[src/hdl/text_console_cursor_engine_assert.svh]
// assertion macros shared by the console cursor engine modules
`ifndef TEXT_CONSOLE_CURSOR_ENGINE_ASSERT_SVH
`define TEXT_CONSOLE_CURSOR_ENGINE_ASSERT_SVH

// consequent must hold in the same cycle as the antecedent
`define TCCE_ASSERT_NOW(label, ante, cons, msg) \
  label: assert property (@(posedge clk) disable iff (rst) (ante) |-> (cons)) \
    else $error(msg);

// consequent must hold in the cycle after the antecedent
`define TCCE_ASSERT_NEXT(label, ante, cons, msg) \
  label: assert property (@(posedge clk) disable iff (rst) (ante) |=> (cons)) \
    else $error(msg);

`endif

[src/hdl/tcce_pkg.sv]
// types, codes and helper functions of the console cursor engine
`timescale 1ns / 1ps

package tcce_pkg;

  // field widths
  localparam int COL_W   = 8;
  localparam int ROW_W   = 7;
  localparam int GLYPH_W = 7;
  localparam int FB_W    = 10;
  localparam int PIX_W   = 12;

  // op queue between front and back
  localparam int QUEUE_DEPTH = 4;
  localparam int QPTR_W      = 2;
  localparam int QCNT_W      = 3;

  // register reset values
  localparam logic [COL_W-1:0] COLS_RESET   = 8'd128;
  localparam logic [ROW_W-1:0] ROWS_RESET   = 7'd76;
  localparam logic [FB_W-1:0]  HEIGHT_RESET = 10'd768;

  // character codes
  localparam logic [7:0] CH_BACKSPACE   = 8'h08;
  localparam logic [7:0] CH_TAB         = 8'h09;
  localparam logic [7:0] CH_NEWLINE     = 8'h0A;
  localparam logic [7:0] CH_RETURN      = 8'h0D;
  localparam logic [7:0] CH_FIRST_PRINT = 8'd32;
  localparam logic [7:0] CH_LAST_PRINT  = 8'd126;
  localparam logic [8:0] TAB_MASK       = ~9'd7;
  localparam logic [8:0] TAB_STEP       = 9'd8;

  typedef enum logic [1:0] {
    FUNC_CHAR    = 2'd0,
    FUNC_FLUSH   = 2'd1,
    FUNC_SUSPEND = 2'd2,
    FUNC_UNUSED  = 2'd3
  } func_t;

  typedef enum logic [1:0] {
    CFG_TEXT_COLUMNS = 2'd0,
    CFG_TEXT_ROWS    = 2'd1,
    CFG_FRAME_HEIGHT = 2'd2
  } cfg_index_t;

  typedef enum logic [1:0] {
    KIND_DRAW   = 2'd0,
    KIND_SCROLL = 2'd1,
    KIND_FLUSH  = 2'd2
  } kind_t;

  typedef enum logic [2:0] {
    OP_NOP       = 3'd0,
    OP_SUSPEND   = 3'd1,
    OP_FLUSH     = 3'd2,
    OP_NEWLINE   = 3'd3,
    OP_RETURN    = 3'd4,
    OP_BACKSPACE = 3'd5,
    OP_TAB       = 3'd6,
    OP_PRINT     = 3'd7
  } op_code_t;

  // classified word handed from front to back
  typedef struct packed {
    op_code_t             code;
    logic [GLYPH_W-1:0]   glyph;
    logic                 on;
  } op_t;

  // one result word
  typedef struct packed {
    kind_t                kind;
    logic [ROW_W-1:0]     col;
    logic [ROW_W-1:0]     row;
    logic [GLYPH_W-1:0]   glyph;
    logic [FB_W-1:0]      top;
    logic [FB_W-1:0]      bottom;
    logic                 last;
  } res_t;

  typedef struct packed {
    logic             valid;
    logic [FB_W-1:0]  top;
    logic [FB_W-1:0]  bottom;
  } dirty_t;

  // widen the dirty range by pixel rows y0 up to y1, clamped to the frame height
  function automatic dirty_t mark_rows(dirty_t d, logic [PIX_W-1:0] y0,
                                       logic [PIX_W-1:0] y1, logic [FB_W-1:0] fh);
    dirty_t r;
    logic [PIX_W-1:0] fh_w;
    logic [PIX_W-1:0] y1c;
    r    = d;
    fh_w = {{(PIX_W-FB_W){1'b0}}, fh};
    y1c  = (y1 > fh_w) ? fh_w : y1;
    if (y0 < y1c) begin
      if (!d.valid) begin
        r.valid  = 1'b1;
        r.top    = y0[FB_W-1:0];
        r.bottom = y1c[FB_W-1:0];
      end else begin
        if (y0 < {{(PIX_W-FB_W){1'b0}}, d.top}) r.top = y0[FB_W-1:0];
        if (y1c > {{(PIX_W-FB_W){1'b0}}, d.bottom}) r.bottom = y1c[FB_W-1:0];
      end
    end
    return r;
  endfunction

endpackage

[src/hdl/tcce_front.sv]
// front end: input register and classification of incoming words
`timescale 1ns / 1ps

module tcce_front
  import tcce_pkg::*;
(
  input  logic        clk,
  input  logic        rst,
  input  logic        s_tvalid,
  output logic        s_tready,
  input  logic [15:0] s_tdata,   // char_code [7:0], suspend_on [8], zero fill
  input  logic [1:0]  s_tuser,   // func [1:0]
  output logic        op_valid,
  input  logic        op_ready,
  output op_t         op
);

  op_t  op_class;
  logic front_valid;
  op_t  front_op;

  // decode the incoming word into an operation
  always_comb begin
    logic [7:0] c;
    c = s_tdata[7:0];
    op_class.code  = OP_NOP;
    op_class.glyph = GLYPH_W'(c - CH_FIRST_PRINT);
    op_class.on    = s_tdata[8];
    unique case (func_t'(s_tuser))
      FUNC_SUSPEND: op_class.code = OP_SUSPEND;
      FUNC_FLUSH:   op_class.code = OP_FLUSH;
      FUNC_CHAR: begin
        if (c == CH_NEWLINE)        op_class.code = OP_NEWLINE;
        else if (c == CH_RETURN)    op_class.code = OP_RETURN;
        else if (c == CH_BACKSPACE) op_class.code = OP_BACKSPACE;
        else if (c == CH_TAB)       op_class.code = OP_TAB;
        else if (c >= CH_FIRST_PRINT && c <= CH_LAST_PRINT) op_class.code = OP_PRINT;
      end
      default: op_class.code = OP_NOP;
    endcase
  end

  // take a word whenever the register is empty or draining into the queue
  assign s_tready = !front_valid || op_ready;
  assign op_valid = front_valid;
  assign op       = front_op;

  always_ff @(posedge clk) begin
    if (rst) begin
      front_valid <= 1'b0;
    end else if (s_tvalid && s_tready) begin
      // words that do nothing are dropped here
      front_valid <= (op_class.code != OP_NOP);
    end else if (op_ready) begin
      front_valid <= 1'b0;
    end
  end

  always_ff @(posedge clk) begin
    if (s_tvalid && s_tready) begin
      front_op <= op_class;
    end
  end

endmodule

[src/hdl/tcce_queue.sv]
// short op queue decoupling the front end from the back end
`timescale 1ns / 1ps

module tcce_queue
  import tcce_pkg::*;
(
  input  logic clk,
  input  logic rst,
  input  logic in_valid,
  output logic in_ready,
  input  op_t  in_op,
  output logic out_valid,
  input  logic out_ready,
  output op_t  out_op
);

`include "text_console_cursor_engine_assert.svh"

  op_t               entries [QUEUE_DEPTH];
  logic [QPTR_W-1:0] wr_ptr;
  logic [QPTR_W-1:0] rd_ptr;
  logic [QCNT_W-1:0] count;
  logic              push;
  logic              pop;

  assign in_ready  = (count != QCNT_W'(QUEUE_DEPTH));
  assign out_valid = (count != '0);
  assign out_op    = entries[rd_ptr];
  assign push      = in_valid && in_ready;
  assign pop       = out_valid && out_ready;

  // pointers and fill count
  always_ff @(posedge clk) begin
    if (rst) begin
      wr_ptr <= '0;
      rd_ptr <= '0;
      count  <= '0;
    end else begin
      if (push) wr_ptr <= wr_ptr + 1'b1;
      if (pop)  rd_ptr <= rd_ptr + 1'b1;
      if (push && !pop)      count <= count + 1'b1;
      else if (pop && !push) count <= count - 1'b1;
    end
  end

  // entry storage
  always_ff @(posedge clk) begin
    if (push) begin
      entries[wr_ptr] <= in_op;
    end
  end

  `TCCE_ASSERT_NEXT(a_queue_drain, pop && !push, count == $past(count) - 1'b1, "queue count did not drop on pop")
  `TCCE_ASSERT_NOW(a_queue_bound, 1'b1, count <= QCNT_W'(QUEUE_DEPTH), "queue count beyond depth")

endmodule

[src/hdl/tcce_back.sv]
// back end: cursor state, dirty range, configuration and result output
`timescale 1ns / 1ps

module tcce_back
  import tcce_pkg::*;
#(
  parameter int MAX_COLUMNS = 128,
  parameter int MAX_ROWS    = 76,
  parameter int CELL_HEIGHT = 10,
  parameter int HEADER_ROWS = 8
) (
  input  logic        clk,
  input  logic        rst,
  input  logic        cfg_valid,
  output logic        cfg_ready,
  input  logic [1:0]  cfg_index,
  input  logic [9:0]  cfg_data,
  input  logic        q_valid,
  output logic        q_ready,
  input  op_t         q_op,
  output logic        m_tvalid,
  input  logic        m_tready,
  output res_t        m_res
);

`include "text_console_cursor_engine_assert.svh"

  localparam logic [COL_W-1:0] MaxCols = COL_W'(MAX_COLUMNS);
  localparam logic [ROW_W-1:0] MaxRows = ROW_W'(MAX_ROWS);
  localparam logic [PIX_W-1:0] CellH   = PIX_W'(CELL_HEIGHT);
  localparam logic [ROW_W-1:0] HomeRow = ROW_W'(HEADER_ROWS);

  // configuration registers
  logic [COL_W-1:0] text_columns;
  logic [ROW_W-1:0] text_rows;
  logic [FB_W-1:0]  frame_height;

  // cursor and dirty state
  logic [COL_W-1:0] cursor_column;
  logic [ROW_W-1:0] cursor_row;
  logic             suspended;
  dirty_t           dirty;

  logic [COL_W-1:0] col_next;
  logic [ROW_W-1:0] row_next;
  logic             suspended_next;
  dirty_t           dirty_next;

  // output register and spill stage for the second result
  logic out_valid;
  res_t out_res;
  logic spill_valid;
  res_t spill_res;

  res_t       res0;
  res_t       res1;
  logic [1:0] n_res;
  logic       pop;
  logic       out_free;

  logic [COL_W-1:0] cols_eff;
  logic [ROW_W-1:0] rows_eff;
  logic [COL_W:0]   row_inc;
  logic             nl_scroll;
  logic [PIX_W-1:0] draw_y0;
  logic [PIX_W-1:0] draw_y1;
  logic [PIX_W-1:0] scroll_y1;
  logic [COL_W:0]   col_inc;
  logic [COL_W:0]   tab_target;
  dirty_t           dirty_draw;
  dirty_t           dirty_scroll;
  dirty_t           dirty_draw_scroll;

  // effective grid size
  always_comb begin
    cols_eff = (text_columns > MaxCols) ? MaxCols : text_columns;
    if (cols_eff == '0) cols_eff = COL_W'(1);
    rows_eff = (text_rows > MaxRows) ? MaxRows : text_rows;
    if (rows_eff == '0) rows_eff = ROW_W'(1);
  end

  // cursor arithmetic shared by the operations
  assign row_inc    = {2'b00, cursor_row} + 1'b1;
  assign nl_scroll  = row_inc >= {2'b00, rows_eff};
  assign col_inc    = {1'b0, cursor_column} + 1'b1;
  assign tab_target = ({1'b0, cursor_column} + TAB_STEP) & TAB_MASK;
  assign draw_y0    = PIX_W'({{(PIX_W-ROW_W){1'b0}}, cursor_row} * CellH);
  assign draw_y1    = draw_y0 + CellH;
  assign scroll_y1  = PIX_W'({{(PIX_W-ROW_W){1'b0}}, rows_eff} * CellH);

  // dirty range after a draw, a scroll, or both in order
  assign dirty_draw        = mark_rows(dirty, draw_y0, draw_y1, frame_height);
  assign dirty_scroll      = mark_rows(dirty, '0, scroll_y1, frame_height);
  assign dirty_draw_scroll = mark_rows(dirty_draw, '0, scroll_y1, frame_height);

  // execute one operation
  always_comb begin
    col_next       = cursor_column;
    row_next       = cursor_row;
    suspended_next = suspended;
    dirty_next     = dirty;
    res0           = '0;
    res1           = '0;
    n_res          = 2'd0;
    unique case (q_op.code) inside
      OP_SUSPEND: begin
        suspended_next = q_op.on;
        if (q_op.on) dirty_next.valid = 1'b0;
      end
      OP_FLUSH: begin
        if (!suspended && dirty.valid) begin
          res0.kind   = KIND_FLUSH;
          res0.top    = dirty.top;
          res0.bottom = dirty.bottom;
          n_res       = 2'd1;
        end
        dirty_next.valid = 1'b0;
      end
      OP_NEWLINE, OP_TAB: begin
        if (!suspended) begin
          if (q_op.code == OP_TAB && tab_target < {1'b0, cols_eff}) begin
            col_next = tab_target[COL_W-1:0];
          end else begin
            col_next = '0;
            if (nl_scroll) begin
              res0.kind  = KIND_SCROLL;
              n_res      = 2'd1;
              dirty_next = dirty_scroll;
              row_next   = rows_eff - 1'b1;
            end else begin
              row_next = row_inc[ROW_W-1:0];
            end
          end
        end
      end
      OP_RETURN: begin
        if (!suspended) col_next = '0;
      end
      OP_BACKSPACE: begin
        if (!suspended && cursor_column != '0) begin
          col_next   = cursor_column - 1'b1;
          res0.kind  = KIND_DRAW;
          res0.col   = col_next[ROW_W-1:0];
          res0.row   = cursor_row;
          n_res      = 2'd1;
          dirty_next = dirty_draw;
        end
      end
      OP_PRINT: begin
        if (!suspended) begin
          res0.kind  = KIND_DRAW;
          res0.col   = cursor_column[ROW_W-1:0];
          res0.row   = cursor_row;
          res0.glyph = q_op.glyph;
          n_res      = 2'd1;
          dirty_next = dirty_draw;
          if (col_inc >= {1'b0, cols_eff}) begin
            // wrap at the end of the line, scrolling at the last row
            col_next = '0;
            if (nl_scroll) begin
              res1.kind  = KIND_SCROLL;
              n_res      = 2'd2;
              dirty_next = dirty_draw_scroll;
              row_next   = rows_eff - 1'b1;
            end else begin
              row_next = row_inc[ROW_W-1:0];
            end
          end else begin
            col_next = col_inc[COL_W-1:0];
          end
        end
      end
      default: ;
    endcase
    if (n_res == 2'd1) res0.last = 1'b1;
    if (n_res == 2'd2) res1.last = 1'b1;
  end

  // handshake with the queue and the output
  assign out_free  = !out_valid || m_tready;
  assign q_ready   = !spill_valid && out_free;
  assign pop       = q_valid && q_ready;
  assign cfg_ready = 1'b1;
  assign m_tvalid  = out_valid;
  assign m_res     = out_res;

  // configuration writes
  always_ff @(posedge clk) begin
    if (rst) begin
      text_columns <= COLS_RESET;
      text_rows    <= ROWS_RESET;
      frame_height <= HEIGHT_RESET;
    end else if (cfg_valid && cfg_ready) begin
      unique case (cfg_index)
        CFG_TEXT_COLUMNS: text_columns <= cfg_data[COL_W-1:0];
        CFG_TEXT_ROWS:    text_rows    <= cfg_data[ROW_W-1:0];
        CFG_FRAME_HEIGHT: frame_height <= cfg_data;
        default: ;
      endcase
    end
  end

  // cursor and dirty state
  always_ff @(posedge clk) begin
    if (rst) begin
      cursor_column <= '0;
      cursor_row    <= HomeRow;
      suspended     <= 1'b0;
      dirty         <= '0;
    end else if (pop) begin
      cursor_column <= col_next;
      cursor_row    <= row_next;
      suspended     <= suspended_next;
      dirty         <= dirty_next;
    end
  end

  // output and spill valid flags
  always_ff @(posedge clk) begin
    if (rst) begin
      out_valid   <= 1'b0;
      spill_valid <= 1'b0;
    end else begin
      if (pop && n_res != 2'd0) out_valid <= 1'b1;
      else if (spill_valid && out_free) out_valid <= 1'b1;
      else if (m_tready) out_valid <= 1'b0;

      if (pop && n_res == 2'd2) spill_valid <= 1'b1;
      else if (spill_valid && out_free) spill_valid <= 1'b0;
    end
  end

  // output and spill words
  always_ff @(posedge clk) begin
    if (pop && n_res != 2'd0) out_res <= res0;
    else if (spill_valid && out_free) out_res <= spill_res;
    if (pop && n_res == 2'd2) spill_res <= res1;
  end

  `TCCE_ASSERT_NOW(a_spill_behind_out, spill_valid, out_valid, "spill word without output word")
  `TCCE_ASSERT_NOW(a_spill_blocks_queue, spill_valid, !q_ready, "queue popped while spill pending")
  `TCCE_ASSERT_NEXT(a_flush_clears, pop && q_op.code == OP_FLUSH, !dirty.valid, "dirty range kept after flush")

endmodule

[src/hdl/text_console_cursor_engine.sv]
// Character-cell console cursor engine. Takes one input word per cycle
// (character, flush or suspend change) unless held by output back-pressure
// or a pending second result, and returns draw, scroll and flush commands.
// A printable character that wraps at the last column and scrolls gives two
// results and holds the back end until the second enters the output register,
// since the single output register is fed through a one-word spill stage.
// Words pass the input register, the four-word op queue, then the back end
// that updates the cursor and the dirty range and loads the output register.
// Config registers are written via their own channel, which is always ready.
`timescale 1ns / 1ps

module text_console_cursor_engine
  import tcce_pkg::*;
#(
  parameter int MAX_COLUMNS = 128,
  parameter int MAX_ROWS    = 76,
  parameter int CELL_HEIGHT = 10,
  parameter int HEADER_ROWS = 8
) (
  input  logic        clk,
  input  logic        rst,
  // input words
  input  logic        s_tvalid,
  output logic        s_tready,
  input  logic [15:0] s_tdata,   // char_code [7:0], suspend_on [8], zero fill
  input  logic [1:0]  s_tuser,   // func [1:0]
  // result words
  output logic        m_tvalid,
  input  logic        m_tready,
  output logic [47:0] m_tdata,   // cell_column [6:0], cell_row [13:7],
                                 // glyph_index [20:14], range_top [30:21],
                                 // range_bottom [40:31], zero fill
  output logic [1:0]  m_tuser,   // kind [1:0]
  output logic        m_tlast,
  // configuration writes
  input  logic        cfg_valid,
  output logic        cfg_ready,
  input  logic [1:0]  cfg_index,
  input  logic [9:0]  cfg_data
);

  logic front_valid;
  logic front_ready;
  op_t  front_op;
  logic q_valid;
  logic q_ready;
  op_t  q_op;
  res_t res;

  // classify incoming words
  tcce_front u_front (
    .clk      (clk),
    .rst      (rst),
    .s_tvalid (s_tvalid),
    .s_tready (s_tready),
    .s_tdata  (s_tdata),
    .s_tuser  (s_tuser),
    .op_valid (front_valid),
    .op_ready (front_ready),
    .op       (front_op)
  );

  // decoupling queue
  tcce_queue u_queue (
    .clk       (clk),
    .rst       (rst),
    .in_valid  (front_valid),
    .in_ready  (front_ready),
    .in_op     (front_op),
    .out_valid (q_valid),
    .out_ready (q_ready),
    .out_op    (q_op)
  );

  // cursor state and result output
  tcce_back #(
    .MAX_COLUMNS (MAX_COLUMNS),
    .MAX_ROWS    (MAX_ROWS),
    .CELL_HEIGHT (CELL_HEIGHT),
    .HEADER_ROWS (HEADER_ROWS)
  ) u_back (
    .clk       (clk),
    .rst       (rst),
    .cfg_valid (cfg_valid),
    .cfg_ready (cfg_ready),
    .cfg_index (cfg_index),
    .cfg_data  (cfg_data),
    .q_valid   (q_valid),
    .q_ready   (q_ready),
    .q_op      (q_op),
    .m_tvalid  (m_tvalid),
    .m_tready  (m_tready),
    .m_res     (res)
  );

  // pack the result word
  assign m_tdata = {7'b0, res.bottom, res.top, res.glyph, res.row, res.col};
  assign m_tuser = res.kind;
  assign m_tlast = res.last;

endmodule
[config.mk]
export PLATFORM = sky130hd
export DESIGN_NAME = text_console_cursor_engine
export DESIGN_NICKNAME = d
export VERILOG_FILES = /design/src/hdl/tcce_pkg.sv /design/src/hdl/tcce_front.sv /design/src/hdl/tcce_queue.sv /design/src/hdl/tcce_back.sv /design/src/hdl/text_console_cursor_engine.sv
export VERILOG_INCLUDE_DIRS = /design/src /design/src/hdl
export SDC_FILE = /design/constraint.sdc
export NUM_CORES = 1
export LEC_CHECK = 0
export ABC_AREA = 1
export ABC_CLOCK_PERIOD_IN_PS = 7100
export BUFFER_PORTS_ARGS = -buffer_cell sky130_fd_sc_hd__buf_2
export CORE_ASPECT_RATIO = 0.8
export CORE_MARGIN = 4
export CORE_UTILIZATION = 60
export DETAILED_ROUTE_END_ITERATION = 7
export PLACE_DENSITY = 0.81
export SYNTH_ARGS = -nofsm -noshare
export SYNTH_HDL_FRONTEND = slang
export SYNTH_SLANG_ARGS = --single-unit
[constraint.sdc]
create_clock -name clk -period 7.1 [get_ports clk]
set_input_delay 1.065 -clock clk [delete_from_list [all_inputs] [get_ports clk]]
set_output_delay 1.065 -clock clk [all_outputs]
set_load 0.05 [all_outputs]
==> results of run 1 <==
## routing by layer
layer | share of wire (%) | vias to the layer above | global-route usage, % | wire length, um
li1 | - | 5281 | - | -
met1 | 46 | 4835 | 37.8 | 13600
met2 | 44 | 445 | 41.5 | 13300
met3 | 8.0 | 40 | 4.40 | 2390
met4 | 1.9 | 0 | 8.04 | 559
met5 | 0 | - | 0 | 0
## what timing repair did
item | 4_1_cts | 5_1_grt
hold endpoints to repair | 0 | 0
endpoints found under the setup margin | 0 | 10
setup buffers | 0 | 4
resized for setup | 0 | 21
## worst max-delay path: cells and delay by family, from the launching register on
family	cells	cell delay, ns
compound gates	7	1.36
xor+xnor	1	0.19
fa+ha+maj	6	1.98
buf+inv	7	0.94
flops	1	0.32
simple gates	20	1.69
## sequential cells by signal (all words and copies together), names as in the netlist, named ones only
register,flops
u_back.m_res,44
u_queue.entries,44
u_back.dirty,21
u_front.op,11
u_back.frame_height,10
u_back.cursor_column,8
u_back.text_columns,8
u_back.cursor_row,7
u_back.text_rows,7
u_queue.count,3
u_back.spill_res,2
u_queue.rd_ptr,2
u_queue.wr_ptr,2
u_back.m_tvalid,1
u_back.spill_valid,1
u_back.suspended,1
u_front.op_valid,1
## logic make-up after synthesis
group                      share of synthesized area [%]
adders and majority gates                           12.8
muxes                                             0.0825
and+or+nand+nor                                     25.0
xor gates and xnor gates                            2.02
buffers and inverters                               9.45
DFF                                                 37.2
AOI/OAI and AO/OA                                   13.5
other                                             0.0619
## power by group
group | total [mW] | switching, mW | internal (mW) | leakage, nW
Sequential | 1.44 | 0.124 | 1.32 | 1.54
Combinational | 4.10 | 2.83 | 1.27 | 4.38
Clock | 0.995 | 0.500 | 0.495 | 0.308
Total | 6.53 | 3.45 | 3.08 | 6.23
## stage by stage
step	hold WS, ns	instances
detailed placement	0.464	1854
global placement	0.453	1854
CTS	0.474	1886
global route	0.505	1891
floorplan	0.436	1555
finish	0.472	1891
## final cells by class
type	count	area [um^2]
well taps	264	330
fillers	1622	6460
clock buffers	17	425
clock inverters	15	219
flip-flops and latches	175	4520
repair buffers	87	470
repair inverters	1	7.51
multi-input cells	1101	6550
inverters	231	873
## layout by cell type, fill, tap and decap left out, types with 7 or more instances in the layout
cell / synthesis / layout
nand3_1: 95 / 95
inv_1: 211 / 210
nand2_1: 340 / 337
a21oi_1: 116 / 116
conb_1: 2 / 8
inv_2: 17 / 17
buf_2: 9 / 73
a31oi_1: 9 / 9
ha_1: 119 / 119
buf_4: 9 / 14
edfxtp_1: 101 / 101
nor3_1: 22 / 20
nand4_1: 17 / 17
nand2_2: 7 / 9
nor2_1: 133 / 132
xor2_1: 23 / 23
dfxtp_1: 74 / 73
clkbuf_16: 0 / 17
o211ai_1: 7 / 7
a211oi_1: 10 / 10
o21ai_1: 13 / 16
nor2_4: 23 / 23
o21ai_0: 81 / 75
## worst max path at each step
stage,from,end,slack [ns],cells after the start
final,u_back.cursor_row[1],u_back.dirty[2],0.51,41
after global routing,u_back.cursor_row[3],u_back.dirty[2],-0.03,46
after CTS,u_back.cursor_row[1],u_back.dirty[2],0.22,40
after detailed placement,u_back.cursor_row[1],u_back.dirty[2],0.25,40
after global placement,u_back.cursor_row[2],u_back.dirty[2],0.48,39
after floorplan,u_back.cursor_row[3],u_back.dirty[1],1.00,42
==> results_dict.tcl, run 1 <==
set metrics [dict create \
    crit_top_cell "nand2_1" \
    r2r-end "u_back.dirty[2]" \
    start_util_pct 61.1 \
    final_nets 1771 \
    finClkSkew_ns 0.0144 \
    vias 10601 \
    insertion_delay_ns 0.45 \
    async_flop_share_pct 0 \
    ios 89 \
    cp_slowest_cell "fa_2" \
    cts-buffers-inserted 17 \
    wl_mm 29.8 \
    cts.sinks 175 \
    min_period_over_period_pct 92.8 \
    drc_errors 0 \
    arrival_ns 6.95 \
    post-route-util_pct 67.4 \
    io_buffers 73 \
    diodes 0 \
    whs_path_depth 2 \
    cts_tree "done" \
    yosys-top-cells-count "340 x nand2_1, 211 x inv_1, 133 x nor2_1" \
    htree_levels 4 \
    clk_pin_slew_ns 0.08 \
    areaGrowthSynthToFinish_pct 10.3 \
    root_buffer "clkbuf_16" \
    synth_cell_type_count 61 \
    synth_top_area_share_pct 25.0 \
    dieArea_um2 22600 \
    syn_area_um2 12100 \
    synth.most_common_cell "nand2_1" \
    ys.flop_type "edfxtp_1" \
    vdd.ir_drop.worst_uv 276 \
    worst_setup_path_end_kind "flip-flop" \
    place_ws_ns 0.251 \
    r2r_setup_slack_ns 0.51 \
    critPathMaxStageDelay_ns 0.56 \
    placementRows 46 \
    dieHeight_um 135 \
    finalSetupTns_ns 0 \
    synth_edf_count 101 \
    grt_usage_pct 26.4 \
    placed_cell_area_um2 12700 \
    holdBufCountCts 0 \
    fmax_mhz 152 \
    hold_viol 0 \
    p_total_mw 6.53 \
    wl_per_cell_um 15.8 \
    layout_setup_ws_ns 0.511 \
    vias_per_cell 5.61 \
    path_max_fanout 11 \
    grt_pass1_wl_mm 48.8 \
    slew_headroom_pct 25.9 \
    start_kind "flip-flop" \
    postRouteAntennaNets 0 \
    design_area_um2 13400 \
    ys_warn_count 0 \
    syn-mean-instance-area_um2 7.84 \
    crit_type "flip-flop to flip-flop" \
    syn_inst 1549 \
    required_ns 7.46 \
    tightestPinTransition_ns 1.11 \
    hp-class "flip-flop to flip-flop" \
    outcome "completed" \
    dpl.hpwl_mm 22.2 \
    gr-total-overflow 0 \
    setup_violations 0 \
    cts.path.max_buffers 2 \
    place.gp.congestion 0.953 \
    grt_max_degree 54 \
    period_needed_ns 6.59 \
    core-area_um2 19900 \
    leakagePower_nw 6.23 \
    synth-seq-cells 175 \
    min-delay-start "u_queue.rd_ptr[1]" \
    rr_worst_depth 41 \
    reg2reg_from "u_back.cursor_row[1]" \
    drt-initial-drc-count 1086 \
    maxCapViolCount 0 \
    yosysSeqAreaShare_pct 37.2 \
    drive_gt1_share_pct 12.8 \
    finalMaxSlewViolations 0 \
    grt_pass1_vias 9857 \
    pwr_density_cell_nw_per_um2 488 \
    ys_top_cells_by_area "edfxtp_1 25%, ha_1 12%, dfxtp_1 12%" \
    synth_top_area_cell "edfxtp_1" \
    dr.pass1.iters 6 \
    fp.dieW_um 167 \
    antenna_found_initial 0 \
]
No activity file was read; power rests on OpenSTA's default activity.
==> inputs of run 2 (changes only) <==
--- a/config.mk
+++ b/config.mk
@@ -6,14 +6,14 @@
 export SDC_FILE = /design/constraint.sdc
 export NUM_CORES = 1
 export LEC_CHECK = 0
-export ABC_AREA = 1
 export ABC_CLOCK_PERIOD_IN_PS = 7100
 export BUFFER_PORTS_ARGS = -buffer_cell sky130_fd_sc_hd__buf_2
 export CORE_ASPECT_RATIO = 0.8
 export CORE_MARGIN = 4
 export CORE_UTILIZATION = 60
+export CTS_CLUSTER_DIAMETER = 60
 export DETAILED_ROUTE_END_ITERATION = 7
-export PLACE_DENSITY = 0.81
+export PLACE_DENSITY = 0.82
 export SYNTH_ARGS = -nofsm -noshare
 export SYNTH_HDL_FRONTEND = slang
 export SYNTH_SLANG_ARGS = --single-unit
==> run 2 against run 1 <==
  * The flow now finishes with violations (antenna rules, setup timing)
  * Combinational power down 22%
  * Wire length up 9.6%
  * Design area up 1.7%
  * Synthesized cell count down 26%
  * Utilization up 7.5 points
  * Critical endpoint unchanged
  * Highest routed layer unchanged
==> results_dict.tcl, run 2 <==
set metrics [dict create \
    outcome "complete, but fails checks" \
    violations "antenna rules, setup timing" \
    htree_levels 4 \
    synth_cell_type_count 85 \
    dpl.hpwl_mm 20.2 \
    drt-initial-drc-count 1129 \
    grt_usage_pct 28.6 \
    seq_area_um2 4520 \
    async_flop_share_pct 0 \
    maxCapViolCount 0 \
    worst_setup_path_end_kind "flip-flop" \
    pwr_density_cell_nw_per_um2 405 \
    root_buffer "clkbuf_16" \
    fill_cells 1142 \
    place.gp.congestion 1.00 \
    cp_slowest_cell "dfxtp_2" \
    crit_top_cell "buf_4" \
    p_total_mw 5.51 \
    start_util_pct 61.3 \
    final_cell_mix "103 x nor2_1, 101 x edfxtp_1, 99 x ha_1, 78 x buf_4" \
    grt_max_degree 57 \
    vias 10098 \
    dr.pass1.iters 6 \
    yosys-top-cells-count "119 x ha_1, 110 x nor2_1, 101 x edfxtp_1" \
    yosysSeqAreaShare_pct 40.5 \
    synth_top_area_share_pct 27.2 \
    synth-seq-cells 175 \
    core-area_um2 18200 \
    cts-buffers-inserted 17 \
    period_needed_ns 7.49 \
    wl_per_cell_um 21.4 \
    clk_pin_slew_ns 0.07 \
    arrival_ns 7.76 \
    vias_per_cell 6.63 \
    drc_errors 0 \
    min_period_over_period_pct 105 \
    final_common_cell "nor2_1" \
    areaGrowthSynthToFinish_pct 22.3 \
    fp.dieW_um 160 \
    grt_pass1_vias 9120 \
    gr-total-overflow 0 \
    path_max_fanout 8 \
    vdd.ir_drop.worst_uv 260 \
    antenna_found_initial 0 \
    multiInputGateArea_um2 6770 \
    finalSetupTns_ns -3.32 \
    required_ns 7.38 \
    slew_headroom_pct 12.0 \
    hp-class "flip-flop to flip-flop" \
    placementRows 44 \
    place_inst 1462 \
    layout_setup_ws_ns -0.386 \
    setup_violations 10 \
    syn_inst 1141 \
    rsz0062_at_grt "true" \
    drive_gt1_share_pct 25.6 \
    insertion_delay_ns 0.44 \
    tightestPinTransition_ns 1.31 \
    critPathMaxStageDelay_ns 0.35 \
    finClkSkew_ns 0.0146 \
    final_cells 1524 \
    post-route-util_pct 74.9 \
    syn_area_um2 11100 \
    finalMaxSlewViolations 0 \
    postRouteAntennaNets 1 \
    grt_pass1_wl_mm 47.6 \
    dieHeight_um 130 \
    cts_tree "done" \
    crit_type "flip-flop to flip-flop" \
    syn-mean-instance-area_um2 9.76 \
    io_buffers 73 \
    hold_viol 0 \
    dieArea_um2 20800 \
    synth_edf_count 101 \
    ios 89 \
    ys_top_cells_by_area "edfxtp_1 27%, ha_1 13%, dfxtp_1 13%" \
    start_kind "flip-flop" \
    fmax_mhz 134 \
    synth_top_area_cell "edfxtp_1" \
    ys_warn_count 0 \
    cts.path.max_buffers 2 \
    cts.sinks 175 \
    ys.flop_type "edfxtp_1" \
    final_nets 1433 \
    leakagePower_nw 5.39 \
    worst_hold_slack_ns 0.492 \
    wl_mm 32.7 \
    synth.most_common_cell "ha_1" \
]
-- run 2: cells by family (layout without fill, tap and decap cells) --
group | after synthesis | count (layout) | share of synthesized area, %
AOI/OAI and AO/OA | 270 | 270 | 16.6
adders and majority gates | 122 | 122 | 13.9
xor gates and xnor gates | 39 | 39 | 3.07
buffers and inverters | 134 | 276 | 5.00
muxes | 38 | 38 | 4.67
and+or+nand+nor | 361 | 361 | 16.1
other | 2 | 13 | 0.0674
DFF | 175 | 175 | 40.5
-- run 2: what timing repair did --
action,4_1_cts,5_1_grt
pin swaps,34,48
setup buffers,14,11
resized for setup,56,80
gates cloned,1,0
setup endpoints to repair,10,10
hold buffers,0,0
-- run 2: metrics by stage --
stage | area [um^2] | worst slack (ns)
2_1_floorplan | 11200 | 0.0123
3_5_place_dp | 12100 | -0.433
5_1_grt | 13600 | -0.517
4_1_cts | 13200 | -0.00201
3_3_place_gp | 12100 | -0.304
6_report | 13600 | -0.386
-- run 2: critical path, delay by kind of cell, from the launching register on --
kind / cells / cell delay, ns
AO/OA/AOI/OAI: 18 / 2.83
XOR/XNOR: 2 / 0.52
adder cells (fa/ha/maj): 5 / 1.40
buffers and inverters: 8 / 1.22
flip-flops: 1 / 0.35
AND/OR/NAND/NOR: 7 / 1.00
-- run 2: cell type report --
class | count | share of cell area, %
sequential | 175 | 33.2
clock buffer | 17 | 3.12
multi-input combinational | 838 | 49.7
tap | 230 | 2.11
antenna | 5 | 0.0919
timing repair buffer | 164 | 8.24
clock inverter | 15 | 1.31
inverter | 80 | 2.21
-- run 2: final timing paths --
check	to	slack [ns]	cells after the start	startpoint
max	u_back.dirty[2]	-0.39	40	u_back.cursor_row[2]
min	u_back.spill_valid	0.49	2	u_back.spill_valid
max reg2reg	u_back.dirty[2]	-0.39	40	u_back.cursor_row[2]
min reg2reg	u_back.spill_valid	0.49	2	u_back.spill_valid
-- run 2: routing by layer --
layer	vias to the layer above	global-route usage (%)	part of all wire, %
met5	-	0	0
met4	0	9.41	4.7
met3	166	6.35	11
met2	705	45.8	45
met1	4733	39.3	40
li1	4494	-	-
-- run 2: power by group --
part           internal (mW)  switching, mW
Combinational           1.27           1.94
Sequential              1.23          0.115
Clock                  0.480          0.472
Total                   2.98           2.53
